`src/rtl/dsm_pkg.sv`:
```
`timescale 1ns / 1ps
`default_nettype none
// ----------------------------------------------------------------------------
// Drive straightening mixer package
// Shared widths, register codes, reset values and the pipeline records.
// ----------------------------------------------------------------------------
package dsm_pkg;

  localparam int CountWidth  = 16;
  localparam int PowerWidth  = 8;
  localparam int GainWidth   = 10;
  localparam int CfgIdxWidth = 3;
  localparam int CfgWidth    = 16;
  localparam int DistWidth   = CountWidth + 1;
  localparam int ProdWidth   = CountWidth + GainWidth;
  localparam int CorrWidth   = ProdWidth - 8;
  localparam int SumWidth    = CorrWidth + 2;

  localparam logic signed [SumWidth-1:0] PowerMax = SumWidth'(127);
  localparam logic signed [SumWidth-1:0] PowerMin = -SumWidth'(127);

  localparam logic [1:0] ModeStraight    = 2'd0;
  localparam logic [1:0] ModeStrafeLeft  = 2'd1;
  localparam logic [1:0] ModeStrafeRight = 2'd2;

  localparam logic [CfgIdxWidth-1:0] RegDrivePower   = 3'd0;
  localparam logic [CfgIdxWidth-1:0] RegTargetCounts = 3'd1;
  localparam logic [CfgIdxWidth-1:0] RegDriveMode    = 3'd2;
  localparam logic [CfgIdxWidth-1:0] RegGainLeft     = 3'd3;
  localparam logic [CfgIdxWidth-1:0] RegGainRight    = 3'd4;

  localparam logic [GainWidth-1:0] GainLeftReset  = 10'd123;
  localparam logic [GainWidth-1:0] GainRightReset = 10'd141;

  // Result of the measurement stage, consumed by the correction stage.
  typedef struct packed {
    logic                         done;
    logic [1:0]                   mode;
    logic signed [PowerWidth-1:0] power;
    logic [CountWidth-1:0]        err_mag;
    logic                         err_pos;
    logic                         err_neg;
    logic [GainWidth-1:0]         gain;
  } measure_t;

  typedef struct packed {
    logic                         done;
    logic signed [PowerWidth-1:0] left_front;
    logic signed [PowerWidth-1:0] left_back;
    logic signed [PowerWidth-1:0] right_front;
    logic signed [PowerWidth-1:0] right_back;
  } result_t;

  function automatic logic signed [PowerWidth-1:0] sat_power(
    input logic signed [SumWidth-1:0] v
  );
    logic signed [PowerWidth-1:0] res;
    if (v > PowerMax) begin
      res = PowerMax[PowerWidth-1:0];
    end else if (v < PowerMin) begin
      res = PowerMin[PowerWidth-1:0];
    end else begin
      res = v[PowerWidth-1:0];
    end
    return res;
  endfunction

endpackage
`default_nettype wire

```
`src/rtl/drive_straightening_mixer.sv`:
```
`timescale 1ns / 1ps
`default_nettype none
// ----------------------------------------------------------------------------
// Drive straightening mixer
// Proportional side-to-side correction for a mecanum drive moving a set
// encoder distance.
// ----------------------------------------------------------------------------
// Each request carries the left and right encoder counts since the move
// began and yields one result of four wheel powers with a done flag. The
// block accepts one request per clock cycle unless held by a stalled output.
// It passes three register stages (input, measurement and correction), the
// first loaded at the accepting edge; the result is presented from the
// correction stage. Each stage refills as soon as its contents move on, so a
// stalled output only holds the input side once all three stages are full.
// The user must write registers through the configuration port only while
// no request is in flight; the block itself does not enforce this.
module drive_straightening_mixer (
  input  wire logic                                clk,
  input  wire logic                                rst,
  input  wire logic                                cfg_wen,
  input  wire logic [dsm_pkg::CfgIdxWidth-1:0]     cfg_addr,
  input  wire logic [dsm_pkg::CfgWidth-1:0]        cfg_wdata,
  input  wire logic                                s_tvalid,
  output logic                                     s_tready,
  // left_count [15:0], right_count [31:16]
  input  wire logic [2*dsm_pkg::CountWidth-1:0]    s_tdata,
  output logic                                     m_tvalid,
  input  wire logic                                m_tready,
  // left_front_power [7:0], left_back_power [15:8],
  // right_front_power [23:16], right_back_power [31:24]
  output logic [4*dsm_pkg::PowerWidth-1:0]         m_tdata,
  // move_done [0]
  output logic                                     m_tuser
);
  import dsm_pkg::*;

  logic signed [CfgWidth-1:0]   drive_power;
  logic [CountWidth-1:0]        target_counts;
  logic [1:0]                   drive_mode;
  logic [GainWidth-1:0]         gain_left;
  logic [GainWidth-1:0]         gain_right;

  logic                         in_valid;
  logic signed [CountWidth-1:0] left_count;
  logic signed [CountWidth-1:0] right_count;
  logic                         meas_ready;
  logic                         meas_valid;
  measure_t                     meas_data;
  logic                         corr_ready;
  result_t                      result;

  always_ff @(posedge clk) begin
    if (rst) begin
      drive_power   <= '0;
      target_counts <= '0;
      drive_mode    <= ModeStraight;
      gain_left     <= GainLeftReset;
      gain_right    <= GainRightReset;
    end else if (cfg_wen) begin
      case (cfg_addr)
        RegDrivePower:   drive_power   <= $signed(cfg_wdata);
        RegTargetCounts: target_counts <= cfg_wdata[CountWidth-1:0];
        RegDriveMode:    drive_mode    <= cfg_wdata[1:0];
        RegGainLeft:     gain_left     <= cfg_wdata[GainWidth-1:0];
        RegGainRight:    gain_right    <= cfg_wdata[GainWidth-1:0];
        default: begin
        end
      endcase
    end
  end

  assign s_tready = !in_valid || meas_ready;

  always_ff @(posedge clk) begin
    if (rst) begin
      in_valid <= 1'b0;
    end else if (s_tready) begin
      in_valid <= s_tvalid;
    end
  end

  always_ff @(posedge clk) begin
    if (s_tready && s_tvalid) begin
      left_count  <= $signed(s_tdata[CountWidth-1:0]);
      right_count <= $signed(s_tdata[2*CountWidth-1:CountWidth]);
    end
  end

  dsm_measure u_measure (
    .clk           (clk),
    .rst           (rst),
    .in_valid      (in_valid),
    .in_ready      (meas_ready),
    .left_count    (left_count),
    .right_count   (right_count),
    .drive_power   (drive_power),
    .target_counts (target_counts),
    .drive_mode    (drive_mode),
    .gain_left     (gain_left),
    .gain_right    (gain_right),
    .out_valid     (meas_valid),
    .out_ready     (corr_ready),
    .out_data      (meas_data)
  );

  dsm_correct u_correct (
    .clk       (clk),
    .rst       (rst),
    .in_valid  (meas_valid),
    .in_ready  (corr_ready),
    .in_data   (meas_data),
    .out_valid (m_tvalid),
    .out_ready (m_tready),
    .out_data  (result)
  );

  assign m_tdata = {result.right_back, result.right_front,
                    result.left_back, result.left_front};
  assign m_tuser = result.done;

endmodule
`default_nettype wire

```
`src/rtl/dsm_measure.sv`:
```
`timescale 1ns / 1ps
`default_nettype none
// ----------------------------------------------------------------------------
// Drive straightening mixer: measurement stage
// Distance test, count error, base power clamp and gain selection.
// ----------------------------------------------------------------------------
module dsm_measure (
  input  wire logic                                  clk,
  input  wire logic                                  rst,
  input  wire logic                                  in_valid,
  output logic                                       in_ready,
  input  wire logic signed [dsm_pkg::CountWidth-1:0] left_count,
  input  wire logic signed [dsm_pkg::CountWidth-1:0] right_count,
  input  wire logic signed [dsm_pkg::CfgWidth-1:0]   drive_power,
  input  wire logic [dsm_pkg::CountWidth-1:0]        target_counts,
  input  wire logic [1:0]                            drive_mode,
  input  wire logic [dsm_pkg::GainWidth-1:0]         gain_left,
  input  wire logic [dsm_pkg::GainWidth-1:0]         gain_right,
  output logic                                       out_valid,
  input  wire logic                                  out_ready,
  output dsm_pkg::measure_t                          out_data
);
  import dsm_pkg::*;

  logic signed [DistWidth-1:0]  sum;
  logic [DistWidth-1:0]         sum_mag;
  logic [CountWidth-1:0]        left_mag;
  logic [CountWidth-1:0]        right_mag;
  logic [DistWidth-1:0]         travel;
  logic [DistWidth-1:0]         twice_target;
  logic signed [DistWidth-1:0]  err;
  logic [DistWidth-1:0]         err_abs;
  logic                         straight;
  measure_t                     data_next;

  always_comb begin
    straight     = (drive_mode == ModeStraight);
    sum          = DistWidth'(left_count) + DistWidth'(right_count);
    sum_mag      = sum[DistWidth-1] ? DistWidth'(-sum) : DistWidth'(sum);
    left_mag     = left_count[CountWidth-1] ? CountWidth'(-left_count)
                                            : CountWidth'(left_count);
    right_mag    = right_count[CountWidth-1] ? CountWidth'(-right_count)
                                             : CountWidth'(right_count);
    travel       = straight ? sum_mag
                            : DistWidth'(left_mag) + DistWidth'(right_mag);
    twice_target = {target_counts, 1'b0};
    if (straight) begin
      err = DistWidth'(left_count) - DistWidth'(right_count);
    end else begin
      err = $signed({1'b0, left_mag}) - $signed({1'b0, right_mag});
    end
    err_abs = err[DistWidth-1] ? DistWidth'(-err) : DistWidth'(err);

    data_next.done    = (drive_mode != ModeStraight && drive_mode != ModeStrafeLeft
                         && drive_mode != ModeStrafeRight) || (travel >= twice_target);
    data_next.mode    = drive_mode;
    data_next.power   = sat_power(SumWidth'(drive_power));
    data_next.err_mag = err_abs[CountWidth-1:0];
    data_next.err_pos = !err[DistWidth-1] && (err != '0);
    data_next.err_neg = err[DistWidth-1];
    data_next.gain    = err[DistWidth-1] ? gain_right : gain_left;
  end

  assign in_ready = !out_valid || out_ready;

  always_ff @(posedge clk) begin
    if (rst) begin
      out_valid <= 1'b0;
    end else if (in_ready) begin
      out_valid <= in_valid;
    end
  end

  always_ff @(posedge clk) begin
    if (in_ready && in_valid) begin
      out_data <= data_next;
    end
  end

endmodule
`default_nettype wire

```
`src/rtl/dsm_correct.sv`:
```
`timescale 1ns / 1ps
`default_nettype none
// ----------------------------------------------------------------------------
// Drive straightening mixer: correction stage
// Scales the error by the gain, subtracts it from the leading side's power (adds it in strafe-left mode),
// sets wheel signs and zeroes all powers once the move is done.
module dsm_correct (
  input  wire logic              clk,
  input  wire logic              rst,
  input  wire logic              in_valid,
  output logic                   in_ready,
  input  wire dsm_pkg::measure_t in_data,
  output logic                   out_valid,
  input  wire logic              out_ready,
  output dsm_pkg::result_t       out_data
);
  import dsm_pkg::*;

  logic [ProdWidth-1:0]         prod;
  logic [CorrWidth-1:0]         corr;
  logic signed [SumWidth-1:0]   base;
  logic signed [SumWidth-1:0]   adj;
  logic signed [PowerWidth-1:0] adj_sat;
  logic signed [PowerWidth-1:0] left_pwr;
  logic signed [PowerWidth-1:0] right_pwr;
  result_t                      data_next;

  always_comb begin
    prod = ProdWidth'(in_data.err_mag) * ProdWidth'(in_data.gain);
    corr = prod[ProdWidth-1:8];
    base = SumWidth'(in_data.power);
    if (in_data.mode == ModeStrafeLeft) begin
      adj = base + $signed({2'b00, corr});
    end else begin
      adj = base - $signed({2'b00, corr});
    end
    adj_sat   = sat_power(adj);
    left_pwr  = in_data.err_pos ? adj_sat : in_data.power;
    right_pwr = in_data.err_neg ? adj_sat : in_data.power;

    data_next.done = in_data.done;
    if (in_data.done) begin
      data_next.left_front  = '0;
      data_next.left_back   = '0;
      data_next.right_front = '0;
      data_next.right_back  = '0;
    end else begin
      case (in_data.mode)
        ModeStrafeLeft: begin
          data_next.left_front  = -left_pwr;
          data_next.left_back   = left_pwr;
          data_next.right_front = right_pwr;
          data_next.right_back  = -right_pwr;
        end
        ModeStrafeRight: begin
          data_next.left_front  = left_pwr;
          data_next.left_back   = -left_pwr;
          data_next.right_front = -right_pwr;
          data_next.right_back  = right_pwr;
        end
        default: begin
          data_next.left_front  = left_pwr;
          data_next.left_back   = left_pwr;
          data_next.right_front = right_pwr;
          data_next.right_back  = right_pwr;
        end
      endcase
    end
  end

  assign in_ready = !out_valid || out_ready;

  always_ff @(posedge clk) begin
    if (rst) begin
      out_valid <= 1'b0;
    end else if (in_ready) begin
      out_valid <= in_valid;
    end
  end

  always_ff @(posedge clk) begin
    if (in_ready && in_valid) begin
      out_data <= data_next;
    end
  end

endmodule
`default_nettype wire
```
`config.mk`:
```
export PLATFORM = sky130hd
export DESIGN_NAME = drive_straightening_mixer
export DESIGN_NICKNAME = d
export VERILOG_FILES = /design/src/rtl/dsm_pkg.sv /design/src/rtl/drive_straightening_mixer.sv /design/src/rtl/dsm_measure.sv /design/src/rtl/dsm_correct.sv
export SDC_FILE = /design/constraint.sdc
export NUM_CORES = 1
export LEC_CHECK = 0
export BUFFER_PORTS_ARGS = -buffer_cell sky130_fd_sc_hd__buf_2
export CAP_MARGIN = 20
export CELL_PAD_IN_SITES_DETAIL_PLACEMENT = 1
export CELL_PAD_IN_SITES_GLOBAL_PLACEMENT = 1
export CORE_MARGIN = 8
export CORE_UTILIZATION = 49
export CTS_CLUSTER_SIZE = 20
export DETAILED_ROUTE_END_ITERATION = 8
export GPL_TIMING_DRIVEN = 0
export PLACE_DENSITY_LB_ADDON = 0.1
export SKIP_CTS_REPAIR_TIMING = 1
export SYNTH_ARGS = -nofsm -noshare
export SYNTH_HDL_FRONTEND = slang
export SYNTH_SLANG_ARGS = --single-unit
```
`constraint.sdc`:
```
create_clock -name clk -period 10.7 [get_ports clk]
set_clock_uncertainty 0.1 [all_clocks]
set_input_delay 0.535 -clock clk [delete_from_list [all_inputs] [get_ports clk]]
set_output_delay 0.535 -clock clk [all_outputs]
set_load 0.01 [all_outputs]
```
# After elaboration in Yosys (flattened, before gate mapping)

Index checks and enable logic that the tools add are counted.

Output and inout port bits: 35
Input bits: 56
Word-level logic and storage cells: 87
Flip-flop bits (word level): 161

Multiply operators: 1
$lt $le $gt $ge: 5
Muxes and demuxes: 14
Reductions and logical operators: 24
Equality and inequality tests: 8
Add/subtract/negate cells: 12

Operator list:

| cell                | number |
|---|---|
| $pmux 32 s2         | 1 |
| $mux 17             | 3 |
| $mux 16             | 3 |
| $neg 16->16         | 3 |
| $mux 8              | 5 |
| $add 16x16->17      | 2 |
| $sub 16x16->17      | 2 |
| $mul 16x10->26      | 1 |
| $add 8x19->20       | 1 |
| $gt 20x8->1 const B | 1 |
| $lt 20x8->1 const B | 1 |
| $mux 20             | 1 |
| $sub 8x19->20       | 1 |
| $ge 17x17->1        | 1 |
| $neg 17->17         | 1 |
| $reduce_bool 17->1  | 1 |
| $gt 16x8->1 const B | 1 |
| $lt 16x8->1 const B | 1 |
| $neg 8->8           | 2 |
| $mux 10             | 1 |
| $reduce_and 2->1    | 5 |
| $eq 3x2->1 const B  | 2 |
| $logic_and 1x1->1   | 6 |
| $logic_not 1->1     | 4 |
| other kinds (11)    | 14 |

# Depth between registers and ports, before layout

Gate-level depths: netlist of the first run.

Depth in word-level cells: 9
Mapped depth: 40
Mapped depth without buffers: 37

# By module

A second synthesis of the first run with hierarchy kept.

Cell total of the unflattened synthesis: 2191
Area total of the unflattened synthesis: 19182.1 sq um

Modules (own cells, without submodules):

| module                    | cells each | times used | seq. area each (sq um) | area an instance (sq um) |
|---|---|---|---|---|
| dsm_correct               | 1076       | 1          | 950.9                  | 9146.3 |
| dsm_measure               | 867        | 1          | 1191.1                 | 6774.0 |
| drive_straightening_mixer | 248        | 1          | 2062.0                 | 3261.9 |

# Least setup slack after synthesis of the first run

OpenSTA, ideal clock, no wires.

Kind: register to register
Start point: reg u_measure.out_data[5] (netlist name)
End point: reg u_correct.out_data[29] (netlist name), data pin
Path buffers: 2
Arrival: 8.800 ns
Library setup time: 0.262 ns
Path slack: 1.538 ns
Data required time: 10.338 ns
Clock period less this slack: 9.162 ns
Stages on the path, launching flop included: 37
Path through: edfxtp_1 -> clkbuf_1 -> and2_1 -> fa_1 -> inv_1 -> fa_1 -> inv_1 -> fa_1 -> fa_1 -> inv_1 -> fa_1 -> inv_1 -> ha_1 -> clkbuf_1 -> o21ai_1 -> a21o_1 -> and2_1 -> o21a_1 -> nor4_4 -> nand4_1 -> nor3b_1 -> nor2_1 -> xnor2_1 -> ha_1 -> nand3_1 -> o211ai_1 -> a311oi_1 -> o31ai_1 -> a21oi_1 -> o21ai_1 -> xnor2_1 -> nor3_1 -> o21ai_2 -> a31oi_1 -> and4b_1 -> a21boi_1 -> o21ai_0

Longest elaborated chain between the ends: 9
Elaborated cells between the ends (all ways): 11
Those cells by class: add/sub (3); mul (1); order compare (2); mux (5)

Ends and longest elaborated chain:

| what                                                  | RTL line                             | RTL |
|---|---|---|
| from (decl)                                           | dsm_measure.sv:21                    | `output dsm_pkg::measure_t out_data` |
| from (signal assigned)                                | dsm_measure.sv:76                    | `out_data <= data_next;` |
| $mul 16x10->26 (*)                                    | dsm_correct.sv:29                    | `prod = ProdWidth'(in_data.err_mag) * ProdWidth'(in_data.gain);` |
| $sub 8x19->20 / $add 8x19->20 (equally long branches) | dsm_correct.sv:35, dsm_correct.sv:33 |  |
| $mux 20 (*)                                           | dsm_correct.sv:32                    | `if (in_data.mode == ModeStrafeLeft) begin` |
| $lt 20x8->1                                           | dsm_pkg.sv:60                        | `end else if (v < PowerMin) begin` |
| $mux 8                                                | dsm_pkg.sv:60                        |  |
| $mux 8 (*)                                            | dsm_pkg.sv:58                        | `if (v > PowerMax) begin` |
| $mux 8 (*)                                            | dsm_correct.sv:38                    | `left_pwr = in_data.err_pos ? adj_sat : in_data.power;` |
| $neg 8->8                                             | dsm_correct.sv:50                    | `data_next.left_front = -left_pwr;` |
| $pmux 32 s2 (*)                                       | dsm_correct.sv:48                    | `case (in_data.mode)` |
| to (signal assigned)                                  | dsm_correct.sv:83                    | `out_data <= data_next;` |
| to (decl)                                             | dsm_correct.sv:15                    | `output dsm_pkg::result_t out_data` |

Mark *: on every way between the ends. The rest lies on a longest branch, timed or not.
A chain may end at the register's enable or synchronous reset.

# Worst setup path in the final report of the first run

Start point: reg u_measure.out_data[2] (netlist name)
End point: reg u_correct.out_data[29] (netlist name), data pin

Same word-level chain as after synthesis.

==> summary.txt, run 1 <==
Run status
  • Status: finished, final reports clean

Timing
  • Final setup viols: 0
  • Endpoints failing hold: 0
  • Fin crit share: 95.9%
  • Max-slew violation count: 0
  • Hold slack: 0.154 ns
  • Fmax: about 100 MHz
  • Worst Tran Pin Value: 0.957 ns
  • Fin crit period: 10.26 ns
  • Final setup margin: ~0.44 ns
  • Slew headroom: between 30% and 40%

GRT
  • Number of global-route vias before repair: 17,370
  • Grt ovf: 0
  • GRT Util Overall: 25.2%
  • Initial antenna violation count: 0
  • First-pass GRT wire length: around 90 mm
  • Largest net degree at the start of global routing: 32

Drt
  • Starting DRC count in detailed routing: 833
  • DRC Markers: 0
  • Vias per cell: 5.91
  • First drt pass iteration count: 5
  • WL per Instance: 20.4 um
  • DRT antenna net count: 0
  • Total Routed Length: 55.8 mm
  • DR vias: around 16,000

Hold path
  • Hold/Removal Path Class: input port to flop

Synthesis
  • Leading area contributor after synthesis: edfxtp_1
  • Post-Syn Area: 0.0182 mm^2
  • Synthesized area per cell: 8.55 um^2
  • Number of synthesized register bits: 159
  • Most frequent cells after synthesis: nand2_1 (279), inv_1 (194), ha_1 (166)
  • Mapped Cells: 2,133
  • Async SR Flop Fraction: 0%
  • Sequential fraction of the synthesis area: between 20% and 30%
  • Synth Net Count: roughly 2,500
  • Dominant cells by area after synthesis: edfxtp_1 (17%), fa_1 (13%), ha_1 (11%)
  • Synth top area share: 16.8%
  • Yosys warning count: 0
  • Post-synth EDFFs: 102
  • Synth cell types: a little under 90
  • Most common cell in the synthesized netlist: nand2_1
  • Synth Flop Type: edfxtp_1

Critical path
  • Kind of critical path: flop to flop
  • Crit path capture type: flop
  • Slowest CP cell: edfxtp_1
  • Crit Path Max Fanout: 10
  • CP bufs+invs: 3
  • Worst path most repeated cell: fa_1
  • Worst EP arrival: between 10 and 15 ns
  • CP Data Required Time: 10.80 ns
  • Setup crit start kind: flop
  • CP top delay family: compound AO/OA/AOI/OAI gates
  • Largest stage delay, worst path: 0.58 ns

Final layout
  • # diodes: 0
  • Layout Cell Area excl Fill: 0.0201 mm^2
  • Non-Filler Instances: 2,733
  • Area delta synth->final: 10.2%
  • Layout Nets: roughly 2,600
  • Share of layout cells above drive strength 1: under 10%

Placement
  • DP Worst Slack: -0.657 ns
  • DP Wirelength: around 46 mm
  • Area after DPL: 0.0193 mm^2
  • Placer Congestion: 0.935
  • Port bufs: 89
  • Dpl cells: around 2,700

Clock tree
  • H-Tree Depth: 4
  • CTS Sinks: 159
  • Max Buffers Root-to-Sink: 2
  • CTS tree: built
  • Cts bufs inserted: 17
  • CTS root buffer: clkbuf_16
  • Worst-skew pair later-pin latency: 0.45 ns
  • Clock slew at reported path FFs: 0.07 ns

Floorplanning
  • Ports: slightly above 90
  • DIE HEIGHT: around 210 um
  • Core Footprint: 0.0366 mm^2
  • Die area: 0.0436 mm^2
  • Die extent in x: 209 um
  • Initial Util: 49.8%
  • Count of standard-cell rows: 70

Run
  • Max-cap violation count: 0
worst paths after layout:
| path | start | to | slack [ns] | cells past startpoint |
|---|---|---|---|---|
| worst min-delay path | s_tdata[0] | left_count[0]$_DFFE_PP_ | 0.15 | 1 |
| worst min register to register | gain_right[8]$_SDFFE_PP0P_ | gain_right[8]$_SDFFE_PP0P_ | 0.36 | 2 |
| worst max-delay path | u_measure.out_data[2]$_DFFE_PP_ | u_correct.out_data[29]$_SDFFCE_PP0P_ | 0.44 | 34 |
| worst max register to register | u_measure.out_data[2]$_DFFE_PP_ | u_correct.out_data[29]$_SDFFCE_PP0P_ | 0.44 | 34 |
cell usage in the layout, fill, tap and decap left out, types with 15 or more instances in the layout:
| master | count |
|---|---|
| ha_1 | 166 |
| buf_2 | 94 |
| nand2b_1 | 24 |
| o31ai_1 | 24 |
| nand3_1 | 41 |
| a21o_1 | 39 |
| and2_1 | 96 |
| a31oi_1 | 18 |
| inv_1 | 194 |
| clkbuf_16 | 17 |
| xor2_1 | 38 |
| nor2b_1 | 15 |
| fa_1 | 114 |
| nand2_1 | 279 |
| o21ai_0 | 62 |
| o21a_1 | 27 |
| and3_1 | 18 |
| nor2_1 | 98 |
| clkbuf_1 | 68 |
| nand3b_1 | 17 |
| edfxtp_1 | 102 |
| or3_1 | 23 |
| o21bai_1 | 26 |
| xnor2_1 | 110 |
| nor3_1 | 45 |
| nand4_1 | 16 |
| a21oi_1 | 153 |
| dfxtp_1 | 57 |
sequential cells by signal, summed over array words and instances (netlist names):
signal,cells
u_measure.out_data,39
u_correct.out_data,31
drive_power,16
left_count,16
right_count,16
target_counts,16
gain_left,10
gain_right,10
drive_mode,2
in_valid,1
u_correct.out_valid,1
u_measure.out_valid,1
kinds of logic after synthesis:
family / Yosys count / synth area share, %
simple gates: 746 / 20.6
compound gates: 488 / 17.8
buf+inv: 287 / 6.04
fa+ha+maj: 280 / 23.9
flops: 159 / 23.1
xor+xnor: 151 / 7.30
mux: 22 / 1.30
per-stage QoR:
step,TNS (ns),util [%]
CTS,-12.10,54.3
detailed placement,-11.41,52.8
finish,0,54.9
floorplan,0,-
global route,-0.0137,54.9
global placement,-4.03,52.6
layer usage:
layer / vias to the layer above / part of all wire, % / track usage (%)
met4: 0 / 3.0 / 8.85
met2: 326 / 52 / 47.1
li1: 7664 / - / -
met5: - / 0 / 0
met1: 8072 / 42 / 29.5
met3: 99 / 3.3 / 2.80
worst reg2reg max path, delay by kind of cell, from the launching register on:
family,cells,cell delay [ns]
buf+inv,3,0.56
xor+xnor,1,0.23
flops,1,0.58
compound gates,17,4.16
fa+ha+maj,7,3.15
simple gates,6,1.22
cell type report:
cell class              count  area, um^2
fillers                  4413       16500
multi-input cells        1687       13100
flip-flops and latches    159        4200
inverters                 195         732
well taps                 468         586
repair buffers            102         566
clock buffers              19         433
plain buffers              90         384
clock inverters            13         128
Power of run 1 is not shown: default switching activity piles up to over one toggle a cycle in this logic, so the estimate is an artifact.
==> run 2, diff against run 1 <==
- REMOVE_ABC_BUFFERS: not set -> 1
==> summary.txt, run 2 (synthesis results as in run 1) <==
Placement
  • DP Wirelength: 41.2 mm (was 45.5 mm)
  • Placer Congestion: 0.910 (was 0.935)
  • Dpl cells: 2,604 (was 2,692)
  • Port bufs: 90 (was 89)

Drt
  • WL met3: 1.52 mm (was 1.82 mm)
  • DRC Markers: 0 (unchanged)
  • First drt pass iteration count: 5 (unchanged)
  • Met1 wire length: 21.9 mm (was 23.3 mm)
  • WL per Instance: 19.7 um (was 20.4 um)
  • Top Layer Used: met4 (unchanged)
  • Total Routed Length: 52.8 mm (was 55.8 mm)
  • DRT antenna net count: 0 (unchanged)
  • Met2 wire length: 28.1 mm (was 29.0 mm)
  • DR vias: 15,775 (was 16,161)
  • Vias per cell: 5.89 (was 5.91)
  • Starting DRC count in detailed routing: 849 (was 833)

Critical path
  • Crit path capture type: flop (unchanged)
  • CP Data Required Time: 10.86 ns (was 10.80 ns)
  • Largest stage delay, worst path: 0.61 ns (was 0.58 ns)
  • Crit Path Max Fanout: 15 (was 10)
  • CP bufs+invs: 6 (was 3)
  • Worst EP arrival: 10.41 ns (was 10.36 ns)
  • Worst path most repeated cell: fa_1 (unchanged)
  • Slowest CP cell: or4_1 (was edfxtp_1)
  • Setup crit start kind: flop (unchanged)
  • Kind of critical path: flop to flop (unchanged)
  • CP top delay family: adder cells (was compound AO/OA/AOI/OAI gates)

Timing
  • Fmax: 97.6 MHz (was 97.5 MHz)
  • Endpoints failing hold: 0 (unchanged)
  • Worst Tran Pin Value: 1.07 ns (was 0.957 ns)
  • Fin crit share: 95.8% (was 95.9%)
  • Slew headroom: 26.5% (was 36.1%)
  • Max-slew violation count: 0 (unchanged)
  • Final setup viols: 0 (unchanged)
  • Fin crit period: 10.25 ns (was 10.26 ns)

GRT
  • Largest net degree at the start of global routing: 58 (was 32)
  • Number of global-route vias before repair: 16,793 (was 17,370)
  • Initial antenna violation count: 0 (unchanged)
  • Grt ovf: 0 (unchanged)
  • GRT Util Overall: 23.6% (was 25.2%)
  • First-pass GRT wire length: 84.5 mm (was 89.9 mm)

Clock tree
  • H-Tree Depth: 4 (unchanged)
  • Max Buffers Root-to-Sink: 2 (unchanged)
  • Worst-skew pair later-pin latency: 0.45 ns (about the same)
  • CTS Sinks: 159 (unchanged)
  • CTS tree: built (unchanged)
  • Clock slew at reported path FFs: 0.08 ns (was 0.07 ns)
  • Cts bufs inserted: 17 (unchanged)
  • CTS root buffer: clkbuf_16 (unchanged)

Floorplanning
  • Core Footprint: 0.0366 mm^2 (unchanged)
  • Count of standard-cell rows: 70 (unchanged)
  • DIE HEIGHT: 209 um (unchanged)
  • Die extent in x: 209 um (unchanged)
  • Initial Util: 49.8% (unchanged)
  • Ports: 91 (unchanged)
  • Die area: 0.0436 mm^2 (unchanged)

Final layout
  • Commonest non-fill, non-tap cells in the layout: nand2_1 (279), inv_1 (194), ha_1 (164), a21oi_1 (152), fa_1 (114) (was nand2_1 (279), inv_1 (194), ha_1 (166), a21oi_1 (153), fa_1 (114))
  • Largest regs: u_measure.out_data (39), u_correct.out_data (31) (unchanged)
  • Largest register FFs: 39 (unchanged)
  • # diodes: 0 (unchanged)
  • Share of layout cells above drive strength 1: 10.6% (was 9.32%)
  • Non-Filler Instances: 2,680 (was 2,733)
  • Top reg by flops: u_measure.out_data (unchanged)
  • Area delta synth->final: 10.0% (was 10.2%)
  • Most common cell after layout, fill and taps aside: nand2_1 (unchanged)
  • Layout Nets: 2,535 (was 2,588)

Hold path
  • Hold/Removal Path Class: input port to flop (unchanged)

Run status
  • Status: finished, final reports clean (unchanged)

Run
  • Max-cap violation count: 0 (unchanged)
-- run 2: layer usage --
layer,up-vias,track usage [%]
met2,280,44.9
met5,-,0
li1,7557,-
met4,0,7.80
met3,77,2.68
met1,7861,27.1
-- run 2: metrics by stage --
step	hold WS (ns)	utilization [%]	area [um^2]	setup TNS (ns)	setup WS, ns
final	0.152	54.8	20100	0	0.450
after global routing	0.136	54.8	20100	-0.122	-0.0595
after CTS	0.132	53.5	19600	-8.51	-0.602
after detailed placement	0.350	51.9	19000	-6.82	-0.550
after global placement	0.338	51.6	18900	-2.26	-0.308
after floorplan	0.327	-	17900	0	1.44
-- run 2: cell type report --
type	count	area [um^2]
fillers	4419	16600
flip-flops and latches	159	4200
clock buffers	20	469
multi-input cells	1687	13000
clock inverters	12	95.1
inverters	195	732
well taps	468	586
repair buffers	139	922
-- run 2: final timing paths --
kind | start | end | slack (ns) | cells past startpoint
max reg2reg | u_measure.out_data[6]$_DFFE_PP_ | u_correct.out_data[6]$_SDFFCE_PP0P_ | 0.45 | 35
min | s_tdata[1] | left_count[1]$_DFFE_PP_ | 0.15 | 1
min reg2reg | gain_left[7]$_SDFFE_PP0P_ | gain_left[7]$_SDFFE_PP0P_ | 0.36 | 2
max | u_measure.out_data[6]$_DFFE_PP_ | u_correct.out_data[6]$_SDFFCE_PP0P_ | 0.45 | 35
Power of run 2 is left out for the same reason.
